`src/hw/rtl/nzbb_pkg.sv`:
```
// ----------------------------------------------------------------------------
// nzbb_pkg
// shared types, widths and helpers of the nonzero bounding box core
// ----------------------------------------------------------------------------
`default_nettype none

package nzbb_pkg;

  localparam int MAX_SIDE = 512;
  localparam int SIDE_W   = $clog2(MAX_SIDE);
  localparam int CFG_W    = 10;
  localparam int IDX_W    = 2;
  localparam int VOXEL_W  = 16;
  localparam int MARGIN   = 2;

  // register indexes
  localparam logic [IDX_W-1:0] REG_COLUMNS = 2'd0;
  localparam logic [IDX_W-1:0] REG_ROWS    = 2'd1;
  localparam logic [IDX_W-1:0] REG_LAYERS  = 2'd2;

  // last index of each axis, i.e. size minus one
  typedef struct packed {
    logic [SIDE_W-1:0] col;
    logic [SIDE_W-1:0] row;
    logic [SIDE_W-1:0] layer;
  } lim_t;

  // configuration side to tracker
  typedef struct packed {
    logic restart;
    lim_t lim;
    lim_t lim_nxt;
  } cfg_ctl_t;

  typedef struct packed {
    logic [SIDE_W-1:0] col_start;
    logic [SIDE_W-1:0] col_end;
    logic [SIDE_W-1:0] row_start;
    logic [SIDE_W-1:0] row_end;
    logic [SIDE_W-1:0] layer_start;
    logic [SIDE_W-1:0] layer_end;
    logic              found_any;
  } box_t;

  localparam logic [SIDE_W-1:0] LIM_RESET  = SIDE_W'(256 - 1);
  localparam logic [CFG_W-1:0]  CFG_MAX    = CFG_W'(MAX_SIDE);
  localparam logic [SIDE_W-1:0] SIDE_MAXM1 = SIDE_W'(MAX_SIDE - 1);

  // size register to last index: zero acts as one, large values saturate
  function automatic logic [SIDE_W-1:0] last_index(input logic [CFG_W-1:0] v);
    logic [CFG_W-1:0] m1;
    m1 = v - CFG_W'(1);
    if (v == '0) begin
      last_index = '0;
    end else if (v > CFG_MAX) begin
      last_index = SIDE_MAXM1;
    end else begin
      last_index = m1[SIDE_W-1:0];
    end
  endfunction

  function automatic logic [SIDE_W-1:0] widen_start(input logic [SIDE_W-1:0] lo);
    if (lo >= SIDE_W'(MARGIN)) begin
      widen_start = lo - SIDE_W'(MARGIN);
    end else begin
      widen_start = '0;
    end
  endfunction

  // end+2 if end < size-3, else size-1 (m is size-1)
  function automatic logic [SIDE_W-1:0] widen_end(input logic [SIDE_W-1:0] hi,
                                                  input logic [SIDE_W-1:0] m);
    logic [SIDE_W:0] grown;
    grown = {1'b0, hi} + (SIDE_W+1)'(MARGIN);
    if (grown < {1'b0, m}) begin
      widen_end = grown[SIDE_W-1:0];
    end else begin
      widen_end = m;
    end
  endfunction

endpackage

`default_nettype wire

```
`src/hw/rtl/nonzero_bounding_box_3d_core.sv`:
```
// ----------------------------------------------------------------------------
// nonzero_bounding_box_3d_core
// bounding box of the nonzero voxels of a streamed 3D volume
// ----------------------------------------------------------------------------
// Voxels arrive in raster order (column fastest, then row, then layer), one
// per in_ transfer, and the core counts the coordinates itself from the
// configured sizes. After the last voxel of a volume it offers one result:
// the box of all nonzero voxels, widened by two on each side and clamped to
// the volume, plus found_any. An empty volume still gives a result, built
// from the untouched trackers. Throughput is one voxel per clock, set by
// the compare-and-select update of the trackers, unless a last voxel waits
// for the result register; a result reaches out_ through the input register,
// which holds its last voxel, and then the result register, into which the
// box is loaded. A stalled result does not stop the
// stream: voxels that end no volume keep flowing, and only a volume's last
// voxel waits for the result register. Sizes of zero act as one, sizes above
// 512 saturate. Any write to a size register drops the volume in progress
// and starts afresh under the new sizes; write only while the core is idle.
// ----------------------------------------------------------------------------
`default_nettype none

module nonzero_bounding_box_3d_core (
  input  wire logic                         clk,
  input  wire logic                         rst_n,

  input  wire logic                         cfg_valid,
  output logic                              cfg_ready,
  input  wire logic [nzbb_pkg::IDX_W-1:0]   cfg_index,
  input  wire logic [nzbb_pkg::CFG_W-1:0]   cfg_data,

  input  wire logic                         in_valid,
  output logic                              in_ready,
  input  wire logic signed [nzbb_pkg::VOXEL_W-1:0] in_voxel_value,

  output logic                              out_valid,
  input  wire logic                         out_ready,
  output logic [nzbb_pkg::SIDE_W-1:0]       out_col_start,
  output logic [nzbb_pkg::SIDE_W-1:0]       out_col_end,
  output logic [nzbb_pkg::SIDE_W-1:0]       out_row_start,
  output logic [nzbb_pkg::SIDE_W-1:0]       out_row_end,
  output logic [nzbb_pkg::SIDE_W-1:0]       out_layer_start,
  output logic [nzbb_pkg::SIDE_W-1:0]       out_layer_end,
  output logic                              out_found_any
);

  nzbb_pkg::cfg_ctl_t ctl;
  nzbb_pkg::box_t     box;
  nzbb_pkg::box_t     box_r;

  // input register
  logic                         s1_valid_r;
  logic [nzbb_pkg::VOXEL_W-1:0] s1_voxel_r;
  logic                         out_valid_r;
  logic                         last;
  logic                         s1_adv;

  // configuration is always taken
  assign cfg_ready = 1'b1;

  nzbb_cfg u_cfg (
    .clk      (clk),
    .rst_n    (rst_n),
    .wr_en    (cfg_valid),
    .wr_index (cfg_index),
    .wr_data  (cfg_data),
    .ctl      (ctl)
  );

  nzbb_track u_track (
    .clk   (clk),
    .rst_n (rst_n),
    .ctl   (ctl),
    .step  (s1_adv),
    .voxel (s1_voxel_r),
    .last  (last),
    .box   (box)
  );

  // a voxel leaves the input register unless it closes a volume and the
  // result register is still occupied
  assign s1_adv   = s1_valid_r && (!last || !out_valid_r || out_ready);
  assign in_ready = !s1_valid_r || s1_adv;

  always_ff @(posedge clk) begin
    if (!rst_n) begin
      s1_valid_r <= 1'b0;
    end else if (in_ready) begin
      s1_valid_r <= in_valid;
    end
  end

  always_ff @(posedge clk) begin
    if (in_valid && in_ready) begin
      s1_voxel_r <= in_voxel_value;
    end
  end

  // result register
  always_ff @(posedge clk) begin
    if (!rst_n) begin
      out_valid_r <= 1'b0;
    end else if (s1_adv && last) begin
      out_valid_r <= 1'b1;
    end else if (out_ready) begin
      out_valid_r <= 1'b0;
    end
  end

  always_ff @(posedge clk) begin
    if (s1_adv && last) begin
      box_r <= box;
    end
  end

  assign out_valid       = out_valid_r;
  assign out_col_start   = box_r.col_start;
  assign out_col_end     = box_r.col_end;
  assign out_row_start   = box_r.row_start;
  assign out_row_end     = box_r.row_end;
  assign out_layer_start = box_r.layer_start;
  assign out_layer_end   = box_r.layer_end;
  assign out_found_any   = box_r.found_any;

endmodule

`default_nettype wire

```
`src/hw/rtl/nzbb_cfg.sv`:
```
// ----------------------------------------------------------------------------
// nzbb_cfg
// size registers, held as last index per axis, and volume restart on write
// ----------------------------------------------------------------------------
`default_nettype none

module nzbb_cfg (
  input  wire logic                       clk,
  input  wire logic                       rst_n,
  input  wire logic                       wr_en,
  input  wire logic [nzbb_pkg::IDX_W-1:0] wr_index,
  input  wire logic [nzbb_pkg::CFG_W-1:0] wr_data,
  output nzbb_pkg::cfg_ctl_t              ctl
);

  nzbb_pkg::lim_t lim_r;
  nzbb_pkg::lim_t lim_nxt;
  logic           restart;

  always_comb begin
    lim_nxt = lim_r;
    restart = 1'b0;
    if (wr_en) begin
      case (wr_index)
        nzbb_pkg::REG_COLUMNS: begin
          lim_nxt.col = nzbb_pkg::last_index(wr_data);
          restart     = 1'b1;
        end
        nzbb_pkg::REG_ROWS: begin
          lim_nxt.row = nzbb_pkg::last_index(wr_data);
          restart     = 1'b1;
        end
        nzbb_pkg::REG_LAYERS: begin
          lim_nxt.layer = nzbb_pkg::last_index(wr_data);
          restart       = 1'b1;
        end
        default: begin
          restart = 1'b0;
        end
      endcase
    end
  end

  always_ff @(posedge clk) begin
    if (!rst_n) begin
      lim_r.col   <= nzbb_pkg::LIM_RESET;
      lim_r.row   <= nzbb_pkg::LIM_RESET;
      lim_r.layer <= nzbb_pkg::LIM_RESET;
    end else begin
      lim_r <= lim_nxt;
    end
  end

  assign ctl.restart = restart;
  assign ctl.lim     = lim_r;
  assign ctl.lim_nxt = lim_nxt;

endmodule

`default_nettype wire

```
`src/hw/rtl/nzbb_track.sv`:
```
// ----------------------------------------------------------------------------
// nzbb_track
// raster coordinate counters, min/max trackers and widened box of a volume
// ----------------------------------------------------------------------------
`default_nettype none

module nzbb_track (
  input  wire logic                         clk,
  input  wire logic                         rst_n,
  input  wire nzbb_pkg::cfg_ctl_t           ctl,
  input  wire logic                         step,
  input  wire logic [nzbb_pkg::VOXEL_W-1:0] voxel,
  output logic                              last,
  output nzbb_pkg::box_t                    box
);

  localparam int W = nzbb_pkg::SIDE_W;

  logic [W-1:0] col_idx_r, row_idx_r, layer_idx_r;
  logic [W-1:0] col_lo_r, col_hi_r, row_lo_r, row_hi_r, layer_lo_r, layer_hi_r;
  logic         seen_r;

  logic [W-1:0] col_lo_nxt, col_hi_nxt, row_lo_nxt, row_hi_nxt;
  logic [W-1:0] layer_lo_nxt, layer_hi_nxt;
  logic         seen_nxt;
  logic         hit, col_wrap, row_wrap;

  assign hit      = (voxel != '0);
  assign col_wrap = (col_idx_r >= ctl.lim.col);
  assign row_wrap = (row_idx_r >= ctl.lim.row);
  assign last     = col_wrap && row_wrap && (layer_idx_r >= ctl.lim.layer);

  always_comb begin
    col_lo_nxt   = (hit && col_idx_r < col_lo_r)     ? col_idx_r   : col_lo_r;
    col_hi_nxt   = (hit && col_idx_r > col_hi_r)     ? col_idx_r   : col_hi_r;
    row_lo_nxt   = (hit && row_idx_r < row_lo_r)     ? row_idx_r   : row_lo_r;
    row_hi_nxt   = (hit && row_idx_r > row_hi_r)     ? row_idx_r   : row_hi_r;
    layer_lo_nxt = (hit && layer_idx_r < layer_lo_r) ? layer_idx_r : layer_lo_r;
    layer_hi_nxt = (hit && layer_idx_r > layer_hi_r) ? layer_idx_r : layer_hi_r;
    seen_nxt     = seen_r | hit;
  end

  always_comb begin
    box.col_start   = nzbb_pkg::widen_start(col_lo_nxt);
    box.col_end     = nzbb_pkg::widen_end(col_hi_nxt, ctl.lim.col);
    box.row_start   = nzbb_pkg::widen_start(row_lo_nxt);
    box.row_end     = nzbb_pkg::widen_end(row_hi_nxt, ctl.lim.row);
    box.layer_start = nzbb_pkg::widen_start(layer_lo_nxt);
    box.layer_end   = nzbb_pkg::widen_end(layer_hi_nxt, ctl.lim.layer);
    box.found_any   = seen_nxt;
  end

  always_ff @(posedge clk) begin
    if (!rst_n) begin
      col_idx_r   <= '0;
      row_idx_r   <= '0;
      layer_idx_r <= '0;
      col_lo_r    <= nzbb_pkg::LIM_RESET;
      row_lo_r    <= nzbb_pkg::LIM_RESET;
      layer_lo_r  <= nzbb_pkg::LIM_RESET;
      col_hi_r    <= '0;
      row_hi_r    <= '0;
      layer_hi_r  <= '0;
      seen_r      <= 1'b0;
    end else if (ctl.restart || (step && last)) begin
      // fresh volume; a size write takes the new limits at once
      col_idx_r   <= '0;
      row_idx_r   <= '0;
      layer_idx_r <= '0;
      col_lo_r    <= ctl.lim_nxt.col;
      row_lo_r    <= ctl.lim_nxt.row;
      layer_lo_r  <= ctl.lim_nxt.layer;
      col_hi_r    <= '0;
      row_hi_r    <= '0;
      layer_hi_r  <= '0;
      seen_r      <= 1'b0;
    end else if (step) begin
      col_lo_r   <= col_lo_nxt;
      col_hi_r   <= col_hi_nxt;
      row_lo_r   <= row_lo_nxt;
      row_hi_r   <= row_hi_nxt;
      layer_lo_r <= layer_lo_nxt;
      layer_hi_r <= layer_hi_nxt;
      seen_r     <= seen_nxt;
      if (col_wrap) begin
        col_idx_r <= '0;
        if (row_wrap) begin
          row_idx_r   <= '0;
          layer_idx_r <= layer_idx_r + W'(1);
        end else begin
          row_idx_r <= row_idx_r + W'(1);
        end
      end else begin
        col_idx_r <= col_idx_r + W'(1);
      end
    end
  end

endmodule

`default_nettype wire

```
`config.mk`:
```
export PLATFORM = sky130hd
export DESIGN_NAME = nonzero_bounding_box_3d_core
export DESIGN_NICKNAME = d
export VERILOG_FILES = /design/src/hw/rtl/nzbb_pkg.sv /design/src/hw/rtl/nonzero_bounding_box_3d_core.sv /design/src/hw/rtl/nzbb_cfg.sv /design/src/hw/rtl/nzbb_track.sv
export SDC_FILE = /design/constraint.sdc
export NUM_CORES = 1
export LEC_CHECK = 0
export ABC_AREA = 1
export BUFFER_PORTS_ARGS = -buffer_cell sky130_fd_sc_hd__buf_2
export CELL_PAD_IN_SITES_DETAIL_PLACEMENT = 1
export CELL_PAD_IN_SITES_GLOBAL_PLACEMENT = 2
export CORE_MARGIN = 2
export CORE_UTILIZATION = 36
export DETAILED_ROUTE_END_ITERATION = 7
export PLACE_DENSITY_LB_ADDON = 0.1
export SLEW_MARGIN = 20
export SYNTH_ARGS = -nofsm -noshare
export SYNTH_HDL_FRONTEND = slang
export SYNTH_SLANG_ARGS = --single-unit
export TNS_END_PERCENT = 20
```
`constraint.sdc`:
```
create_clock -name clk -period 4.7 [get_ports clk]
set_clock_uncertainty 0.1 [all_clocks]
set_input_delay 0.235 -clock clk [delete_from_list [all_inputs] [get_ports clk]]
set_output_delay 0.235 -clock clk [all_outputs]
set_load 0.05 [all_outputs]
```
==> results.ini, run 1 <==
[placed_design]
dp_slack_ns=0.465
place_congestion=0.845
hpwl_mm=33.1
portBuffers=89

[floorplan]
die-height_um=193
core_area_um2=35300
die_area_um2=37100
floorplan.rows=69
die_w_um=193
io_pins=91
start_util_pct=36.3

[critical_path]
cp_max_fo=15
crit_path_end_kind=register
rr_startpoint=u_track.layer_idx_r[2]
critical_path_class=reg -> reg
setup.worst_path.start=u_track.layer_idx_r[2]
worstSetupStartpointType=register
cp_data_required_time_ns=4.82
cp.arrival_ns=4.38

[clock_tree]
cts.sinks=182
clockBufferDepth=2
htree_levels=4
post_cts_buffers=0
cts_tree=done
post_cts_resized=0
clk_pin_slew_ns=0.07
clock-root-buffer=clkbuf_16
cts_buffers=17
clkLatencyLatePin_ns=0.46

[yosys]
synthTopCellsByArea=dfxtp_1 17%, edfxtp_1 17%, nand2_1 16%, ha_1 11%, inv_1 6.2%
ys_async_sr_fraction_pct=0
syn_nets=1931
netlist.area_leader.share_pct=17.4
synth_area_um2=12800
synth_flop_cell=dfxtp_1
synth_top_area_cell=dfxtp_1
synth_enable_flop_cells=71
synth.most_common_cell=nand2_1
ys_warn_count=0
synth.distinct_cells=48
synth.yosys.seq_area_share_pct=34.0
syn_inst=1786
synth_seq_cells=182
synthTopCellsByCount=557 x nand2_1, 213 x inv_1, 152 x nand3_1
syn_avg_cell_area_um2=7.17

[final_layout]
synthToLayoutAreaGrowth_pct=13.6
diodes=0
fillers=4512
nets=2042
drive_gt1_share_pct=14.6

[timing]
timing.slew.headroom_pct=33.3
hold_viol_final=0
tightest_slew_ns=0.993
fin_crit_sh_pct=90.5
setup-tns-final_ns=0
setup_ws_ns=0.447
fin_crit_ns=4.25
final_max_slew_viol_count=0
rsz0062_at_grt=false
setup-violations-final=0
max_freq_mhz=235

[global_route]
grtUsageTotal_pct=23.8
antenna_found_initial=0
grt_pass1_vias=12200
grt_max_degree=38
gr-total-overflow=0
grt_first_pass_wirelength_mm=67.6

[power]
power.density_nw_per_um2=235
power.share.combinational_pct=8.5
p_int_mw=2.50
seqPwrFrac_pct=49.3
p_leak_nw=6.95
clockPowerShare_pct=42.2
p_sw_share_pct=27.0
peakVddDrop_mv=0.279
switchingPower_mw=0.925

[drt]
drt.antenna.violating_nets=0
wire_per_inst_um=17.9
drt-initial-drc-count=508
dr.pass1.iters=4
routed_wirelength_mm=42.5
drc=0
vias=11900
vias_per_cell=5.00

[outcome]
outcome=completed

[job]
maxCapViolCount=0

[min_path]
min_from=out_ready
min-delay-path-class=in -> reg

through the flow:
step / hold WS, ns / area, µm² / std cells / total power, mW / utilization, %
after floorplan: 0.234 / 12800 / 1786 / 1.90 / -
after global placement: 0.313 / 13800 / 2322 / 2.00 / 39.1
after detailed placement: 0.314 / 13800 / 2322 / 2.01 / 39.1
after CTS: 0.0681 / 14500 / 2371 / 3.47 / 41.2
after global routing: 0.103 / 14500 / 2371 / 3.56 / 41.2
final: 0.0798 / 14500 / 2371 / 3.42 / 41.2
kinds of logic (layout without fill, tap and decap cells):
group | count (synthesis) | after routing | share of synthesized area (%)
muxes | 3 | 3 | 0.235
buffers and inverters | 279 | 403 | 9.06
AOI/OAI and AO/OA | 205 | 205 | 9.17
adders and majority gates | 112 | 112 | 10.9
and+or+nand+nor | 974 | 974 | 34.5
other | 1 | 1 | 0.0293
DFF | 182 | 182 | 34.0
xor gates and xnor gates | 30 | 30 | 2.05
worst paths after layout:
check,slack (ns),cells after the start,endpoint
setup / recovery,0.45,25,out_layer_end[0]
hold / removal,0.08,4,out_valid
setup reg to reg,0.45,25,out_layer_end[0]
hold reg to reg,0.37,2,u_track.row_hi_r[1]
cells in the final DEF, fill, tap and decap left out, types with 6 or more instances in the layout:
cell type	instances
o21ai_1	18
a21oi_1	95
nor3_1	7
dfxtp_1	111
xor2_1	26
nand2_4	8
nor2_2	17
nor2_1	108
nor2_4	7
nand2_1	557
buf_2	89
o21ai_0	62
nand3b_1	14
buf_4	35
nand3_2	17
clkbuf_16	17
ha_1	112
edfxtp_1	71
nand4_1	34
nand2_2	38
nand3_1	151
dlygate4sd3_1	17
inv_1	212
o21ai_2	6
inv_2	14
registers in the layout, indices dropped and copies added (netlist names), 9 cells and up:
name,flops
out_row_end,9
u_track.col_idx_r,9
u_track.col_hi_r,9
u_track.row_hi_r,9
out_col_end,9
out_layer_end,9
u_track.layer_hi_r,9
u_track.row_lo_r,9
u_track.layer_lo_r,9
out_row_start,9
u_track.row_idx_r,9
u_track.col_lo_r,9
out_col_start,9
u_track.layer_idx_r,9
out_layer_start,9
u_cfg.ctl,27
s1_voxel_r,16
metal layers:
metal,global-route usage [%],wire [µm],up-vias
li1,-,-,6019
met1,31.0,20000,5658
met3,2.84,856,54
met2,40.9,20700,131
met5,0,0,-
met4,7.31,911,0
area by class of cell:
| class | instances | area (µm²) | share of cell area [%] |
|---|---|---|---|
| flip-flops and latches | 182 | 4350 | 29.9 |
| repair buffers | 142 | 898 | 6.18 |
| multi-input cells | 1325 | 7300 | 50.2 |
| clock buffers | 19 | 433 | 2.98 |
| clock inverters | 13 | 124 | 0.851 |
| well taps | 461 | 577 | 3.96 |
| inverters | 229 | 862 | 5.93 |
worst max-delay path: stages (launching register included):
cell and delay (ns):
dfxtp_1 0.55, ha_1 0.32, nand2_1 0.06, nand2_1 0.04, nand2_1 0.05, nand2_1 0.07
nand2_1 0.07, nand3_2 0.24, nand2_4 0.28, o21ai_2 0.17, inv_2 0.12, ha_1 0.21
inv_1 0.09, nor3_2 0.29, nand2_1 0.09, nand2_1 0.07, inv_1 0.05, ha_1 0.29
nand2_1 0.08, nor2_1 0.05, a211oi_1 0.17, nand2_1 0.10, nand2_2 0.18, nand2_4 0.12
nand2_1 0.09, nand2_1 0.05
what timing repair did:
action	CTS	global route
endpoints found under the setup margin	0	0
hold buffers	17	0
endpoints found under the hold margin	17	0
power by group through the flow:
stage          registers [mW]  clock network, mW  logic, mW
2_1_floorplan            1.72                  0      0.185
4_1_cts                  1.69               1.49      0.294
5_1_grt                  1.69               1.54      0.329
3_3_place_gp             1.72                  0      0.275
3_5_place_dp             1.72                  0      0.281
6_report                 1.69               1.44      0.291
Power figures use the tool's default switching activity.
==> run 2: changes to the inputs <==
--- a/config.mk
+++ b/config.mk
@@ -10,7 +10,7 @@
 export CELL_PAD_IN_SITES_DETAIL_PLACEMENT = 1
 export CELL_PAD_IN_SITES_GLOBAL_PLACEMENT = 2
 export CORE_MARGIN = 2
-export CORE_UTILIZATION = 36
+export CORE_UTILIZATION = 35
 export DETAILED_ROUTE_END_ITERATION = 7
 export PLACE_DENSITY_LB_ADDON = 0.1
 export SLEW_MARGIN = 20
==> results.ini, run 2 (synthesis gave the netlist of run 1 again) <==
[timing]
setup_ws_ns=0.484  ; was 0.447 ns
fin_crit_ns=4.22  ; was 4.25 ns
final_max_slew_viol_count=0  ; unchanged
hold_viol_final=0  ; unchanged
fin_hold_ws_ns=0.107  ; was 0.0798 ns
setup-tns-final_ns=0  ; unchanged
setup-violations-final=0  ; unchanged
tightest_slew_ns=0.790  ; was 0.993 ns
fin_crit_sh_pct=89.7  ; was 90.5%
timing.slew.headroom_pct=47.2  ; was 33.3%
rsz0062_at_grt=false  ; unchanged
max_freq_mhz=237  ; was 235 MHz

[final_layout]
fillers=4608  ; was 4512
synthToLayoutAreaGrowth_pct=14.4  ; was 13.6%
largest_reg_flops=27  ; unchanged
drive_gt1_share_pct=14.8  ; was 14.6%
fin_area_um2=14600  ; was 14500 µm²
nets=2042  ; unchanged
mostFrequentLayoutCells=557 x nand2_1, 212 x inv_1, 151 x nand3_1  ; unchanged
area.sequential_um2=4350  ; unchanged
final_common_cell=nand2_1  ; unchanged
multi_input_area_um2=7300  ; unchanged

[critical_path]
critical_path_class=reg -> reg  ; unchanged
cp.arrival_ns=4.33  ; was 4.38 ns
cpPeakStageDelay_ns=0.54  ; was 0.55 ns
setup.worst_path.start=u_track.layer_idx_r[6]  ; was u_track.layer_idx_r[2]
cp_data_required_time_ns=4.81  ; was 4.82 ns
crit_chain=ha_1, nand2_1, a21oi_1, nor2_1, nand3_2, nand2_4, o21ai_2, inv_2, ha_1, inv_1, nor3_2, nand2_1, nand2_1, inv_1, ha_1, nand2_1, nor2_1, a211oi_1, nand2_1, nand2_2, nand2_4, nand2_1, nand2_1
path_depth=23  ; was 25
worstSetupStartpointType=register  ; unchanged
crit_path_end_kind=register  ; unchanged
r2r_end=out_layer_end[6]  ; was out_layer_end[0]
rr_startpoint=u_track.layer_idx_r[6]  ; was u_track.layer_idx_r[2]
cp_num_buf_inv=3  ; unchanged
cp_top_family=simple AND/OR/NAND/NOR gates  ; unchanged
critical_path.slowest_cell=dfxtp_1  ; unchanged
ff2ff_path_depth=23  ; was 25
cp_max_fo=15  ; unchanged
r2r_slack_ns=0.48  ; was 0.45 ns
worstSetupEndpoint=out_layer_end[6]  ; was out_layer_end[0]
cp_common_cell=nand2_1  ; unchanged

[global_route]
met2_usage_pct=40.2  ; was 40.9%
grt_first_pass_wirelength_mm=68.7  ; was 67.6 mm
met3_usage_pct=2.35  ; was 2.84%
grt_max_degree=56  ; was 38
grt_pass1_vias=12400  ; was 12200
top_usage_layer=met2  ; unchanged
use_met1_pct=30.0  ; was 31.0%
grtUsageTotal_pct=23.1  ; was 23.8%
gr-total-overflow=0  ; unchanged
antenna_found_initial=1  ; was 0

[clock_tree]
clockBufferDepth=2  ; unchanged
clkLatencyLatePin_ns=0.45  ; was 0.46 ns
clock-root-buffer=clkbuf_16  ; unchanged
cts_tree=done  ; unchanged
cts.sinks=182  ; unchanged
post_cts_buffers=0  ; unchanged
cts_buffers=17  ; unchanged
clk_pin_slew_ns=0.08  ; was 0.07 ns
htree_levels=4  ; unchanged

[drt]
drt-initial-drc-count=497  ; was 508
vias_per_cell=5.02  ; was 5.00
wire_per_inst_um=17.9  ; about the same
routed_wirelength_mm=42.5  ; about the same
vias=11900  ; about the same
dr.pass1.iters=5  ; was 4
drt.antenna.violating_nets=0  ; unchanged
drc=0  ; unchanged

[floorplan]
die-height_um=195  ; was 193 µm
die_w_um=195  ; was 193 µm
io_pins=91  ; unchanged
floorplan.rows=70  ; was 69
start_util_pct=35.2  ; was 36.3%
die_area_um2=38100  ; was 37100 µm²
core_area_um2=36300  ; was 35300 µm²

[power]
p_leak_nw=6.99  ; was 6.95 nW
power.density_nw_per_um2=244  ; was 235 nW/µm²
peakVddDrop_mv=0.288  ; was 0.279 mV
finalPower_mw=3.57  ; was 3.42 mW

[outcome]
outcome=completed  ; unchanged

[job]
maxCapViolCount=0  ; unchanged

[placed_design]
place_area_um2=13800  ; about the same
hpwl_mm=33.0  ; was 33.1 mm
place_congestion=0.815  ; was 0.845
portBuffers=89  ; unchanged
dp_slack_ns=0.537  ; was 0.465 ns

[min_path]
min-delay-path-class=in -> reg  ; unchanged

==> run 2: cell types whose count changed in the layout (fill, tap and decap cells not counted), moves of 2 or more <==
cell        delta
bufinv_16      +2
clkbuf_1       -2
clkinvlp_4     -2
inv_8          +4
==> run 2: final cells by class <==
| cell class | instances | area share (%) |
|---|---|---|
| clock inverters | 15 | 1.40 |
| diodes | 1 | 0.0171 |
| multi-input cells | 1325 | 49.8 |
| well taps | 468 | 4.00 |
| inverters | 229 | 5.89 |
| repair buffers | 142 | 6.22 |
| flip-flops and latches | 182 | 29.7 |
| clock buffers | 17 | 2.90 |
==> run 2: timing repair <==
action | 4_1_cts | 5_1_grt
hold buffers | 17 | 0
endpoints found under the setup margin | 0 | 0
hold endpoints to repair | 17 | 0
gates resized for setup | 0 | 0
==> run 2: where the power goes <==
group	leakage (nW)	switching (mW)	internal, mW
clock network	0.311	0.729	0.864
logic	5.21	0.198	0.0903
registers	1.47	0.0190	1.67
==> run 2: worst register-to-register path, stage by stage, from the launching register on <==
cell	delay, ns
dfxtp_1	0.54
ha_1	0.33
nand2_1	0.07
a21oi_1	0.06
nor2_1	0.15
nand3_2	0.29
nand2_4	0.28
o21ai_2	0.16
inv_2	0.12
ha_1	0.21
inv_1	0.09
nor3_2	0.29
nand2_1	0.08
nand2_1	0.06
inv_1	0.06
ha_1	0.29
nand2_1	0.09
nor2_1	0.06
a211oi_1	0.16
nand2_1	0.09
nand2_2	0.17
nand2_4	0.11
nand2_1	0.07
nand2_1	0.06
==> run 2: how the worst min path moves through the flow <==
stage	to	depth (start not counted)	slack [ns]	start
2_1_floorplan	s1_voxel_r[0]	0	0.23	in_voxel_value[0]
3_3_place_gp	s1_voxel_r[3]	1	0.31	in_voxel_value[3]
3_5_place_dp	s1_voxel_r[12]	1	0.31	in_voxel_value[12]
4_1_cts	out_valid	4	0.09	out_ready
5_1_grt	out_valid	4	0.12	out_ready
6_report	out_valid	4	0.11	out_ready
==> run 2: metal layers <==
| metal | part of all wire, % | up-vias |
|---|---|---|
| li1 | - | 6034 |
| met1 | 48 | 5744 |
| met2 | 48 | 113 |
| met3 | 1.6 | 42 |
| met4 | 2.3 | 0 |
| met5 | 0 | - |
==> run 2: per-stage QoR <==
step,utilization (%),instances
2_1_floorplan,-,1786
3_5_place_dp,38.1,2329
6_report,40.3,2379
5_1_grt,40.3,2379
4_1_cts,40.3,2378
3_3_place_gp,38.1,2329
==> run 3: changes to the inputs <==
--- a/config.mk
+++ b/config.mk
@@ -9,6 +9,7 @@
 export BUFFER_PORTS_ARGS = -buffer_cell sky130_fd_sc_hd__buf_2
 export CELL_PAD_IN_SITES_DETAIL_PLACEMENT = 1
 export CELL_PAD_IN_SITES_GLOBAL_PLACEMENT = 2
+export CORE_ASPECT_RATIO = 1.5
 export CORE_MARGIN = 2
 export CORE_UTILIZATION = 35
 export DETAILED_ROUTE_END_ITERATION = 7
==> results.ini, run 3 (synthesis gave the netlist of run 1 again) <==
[clock_tree]
clock-root-buffer=clkbuf_16  ; unchanged
clkLatencyLatePin_ns=0.45  ; about the same
clk_pin_slew_ns=0.07  ; was 0.08 ns
cts_buffers=17  ; unchanged
clockBufferDepth=2  ; unchanged
post_cts_buffers=0  ; unchanged
htree_levels=4  ; unchanged
cts_tree=done  ; unchanged
cts.sinks=182  ; unchanged

[critical_path]
ff2ff_path_depth=22  ; was 23
cp_max_fo=13  ; was 15
critical_path_class=reg -> reg  ; unchanged
cp.arrival_ns=4.31  ; was 4.33 ns
crit_path_end_kind=register  ; unchanged
r2r_end=out_row_end[1]  ; was out_layer_end[6]
r2r_slack_ns=0.49  ; was 0.48 ns
rr_startpoint=u_track.row_hi_r[7]  ; was u_track.layer_idx_r[6]
cp_data_required_time_ns=4.80  ; was 4.81 ns
worstSetupStartpointType=register  ; unchanged

[global_route]
grtUsageTotal_pct=24.0  ; was 23.1%
grt_pass1_vias=12800  ; was 12400
gr-total-overflow=0  ; unchanged
antenna_found_initial=0  ; was 1
grt_max_degree=53  ; was 56
grt_first_pass_wirelength_mm=70.4  ; was 68.7 mm

[floorplan]
die-height_um=238  ; was 195 µm
io_pins=91  ; unchanged
die_area_um2=38200  ; was 38100 µm²
core_area_um2=35900  ; was 36300 µm²
start_util_pct=35.6  ; was 35.2%
floorplan.rows=85  ; was 70
die_w_um=160  ; was 195 µm

[timing]
timing.slew.headroom_pct=46.1  ; was 47.2%
setup-violations-final=0  ; unchanged
final_max_slew_viol_count=0  ; unchanged
rsz0062_at_grt=false  ; unchanged
max_freq_mhz=238  ; was 237 MHz
hold_viol_final=0  ; unchanged
tightest_slew_ns=0.800  ; was 0.790 ns
fin_crit_sh_pct=89.5  ; was 89.7%
fin_crit_ns=4.21  ; was 4.22 ns
setup-tns-final_ns=0  ; unchanged

[final_layout]
final_util_pct=40.8  ; was 40.3%
nets=2052  ; was 2042
largest_reg_flops=27  ; unchanged
final_common_cell=nand2_1  ; unchanged
mostFrequentLayoutCells=557 x nand2_1, 212 x inv_1, 151 x nand3_1  ; unchanged
synthToLayoutAreaGrowth_pct=14.6  ; was 14.4%
drive_gt1_share_pct=15.1  ; was 14.8%
diodes=0  ; was 1

[job]
maxCapViolCount=0  ; unchanged

[min_path]
whs_endpoint=out_valid  ; unchanged
min_delay_path_depth=4  ; unchanged
min-delay-path-class=in -> reg  ; unchanged
min_from=out_ready  ; unchanged

[power]
finalPower_mw=3.50  ; was 3.57 mW
p_leak_nw=7.02  ; was 6.99 nW
power.density_nw_per_um2=238  ; was 244 nW/µm²
peakVddDrop_mv=0.188  ; was 0.288 mV

[drt]
wire_per_inst_um=18.7  ; was 17.9 µm
routed_wirelength_mm=44.9  ; was 42.5 mm
drc=0  ; unchanged
vias=12100  ; was 11900
drt-initial-drc-count=408  ; was 497
dr.pass1.iters=4  ; was 5
vias_per_cell=5.04  ; was 5.02
drt.antenna.violating_nets=0  ; unchanged

[placed_design]
hpwl_mm=35.4  ; was 33.0 mm
portBuffers=89  ; unchanged
place_congestion=0.821  ; was 0.815

[outcome]
outcome=completed  ; unchanged

run 3: cell count changes in the layout (fill, tap and decap cells not counted), sizes merged:
cell         change
buf              +9
inv              -4
clkbuf           +3
bufinv           -1
clkinv           +1
clkinvlp         +1
diode            -1
dlygate4sd3      +1
run 3: how the worst max path moves through the flow:
stage | to | from | slack, ns
after floorplan | out_layer_end[0] | u_track.layer_hi_r[6] | 1.15
after global placement | out_row_end[1] | u_track.row_hi_r[7] | 0.52
after detailed placement | out_row_end[1] | u_track.row_hi_r[7] | 0.48
after CTS | out_row_end[7] | u_track.row_hi_r[7] | 0.45
after global routing | out_layer_end[6] | u_track.layer_hi_r[4] | 0.06
final | out_row_end[1] | u_track.row_hi_r[7] | 0.49
run 3: layout make-up:
cell class / count / area, µm²
flip-flops and latches: 182 / 4350
well taps: 478 / 598
multi-input cells: 1325 / 7300
clock inverters: 12 / 140
clock buffers: 20 / 458
repair buffers: 152 / 963
fillers: 4642 / 21300
inverters: 229 / 862
run 3: repair_timing:
item	in CTS	in global routing
endpoints found under the hold margin	19	0
resized for setup	0	0
hold buffers	18	0
run 3: worst max-delay path, stage by stage (launching register included):
cell,delay (ns)
dfxtp_1,0.42
inv_1,0.08
ha_1,0.28
nand2_1,0.06
nor2_1,0.21
nand3b_1,0.12
nand3_2,0.24
nand2_4,0.18
o21ai_2,0.35
inv_2,0.10
ha_1,0.21
nand2_1,0.11
nor2_4,0.06
xor2_1,0.24
ha_1,0.30
nand2_1,0.09
nor2_1,0.05
a211oi_1,0.17
nand2_1,0.10
nand2_2,0.19
nand2_4,0.12
nand2_1,0.08
nand2_1,0.07
run 3: report_power, final:
part	leakage, nW	switching, mW	internal, mW
Sequential	1.47	0.0195	1.67
Clock	0.291	0.695	0.825
Combinational	5.26	0.201	0.0904
Total	7.02	0.916	2.59
run 3: metrics by stage:
stage,instances,instance area (µm²),hold slack (ns),setup slack [ns]
2_1_floorplan,1786,12800,0.234,1.15
3_3_place_gp,2348,13900,0.311,0.515
3_5_place_dp,2348,13900,0.314,0.476
4_1_cts,2398,14700,0.0709,0.449
5_1_grt,2398,14700,0.109,0.0569
6_report,2398,14700,0.0837,0.494
run 3: layer usage:
metal | GRT usage [%] | vias to the layer above | share of wire (%)
met5 | 0 | - | 0
met4 | 11.3 | 0 | 4.7
met3 | 2.28 | 95 | 1.7
met2 | 49.2 | 163 | 57
met1 | 23.8 | 5788 | 37
li1 | - | 6046 | -
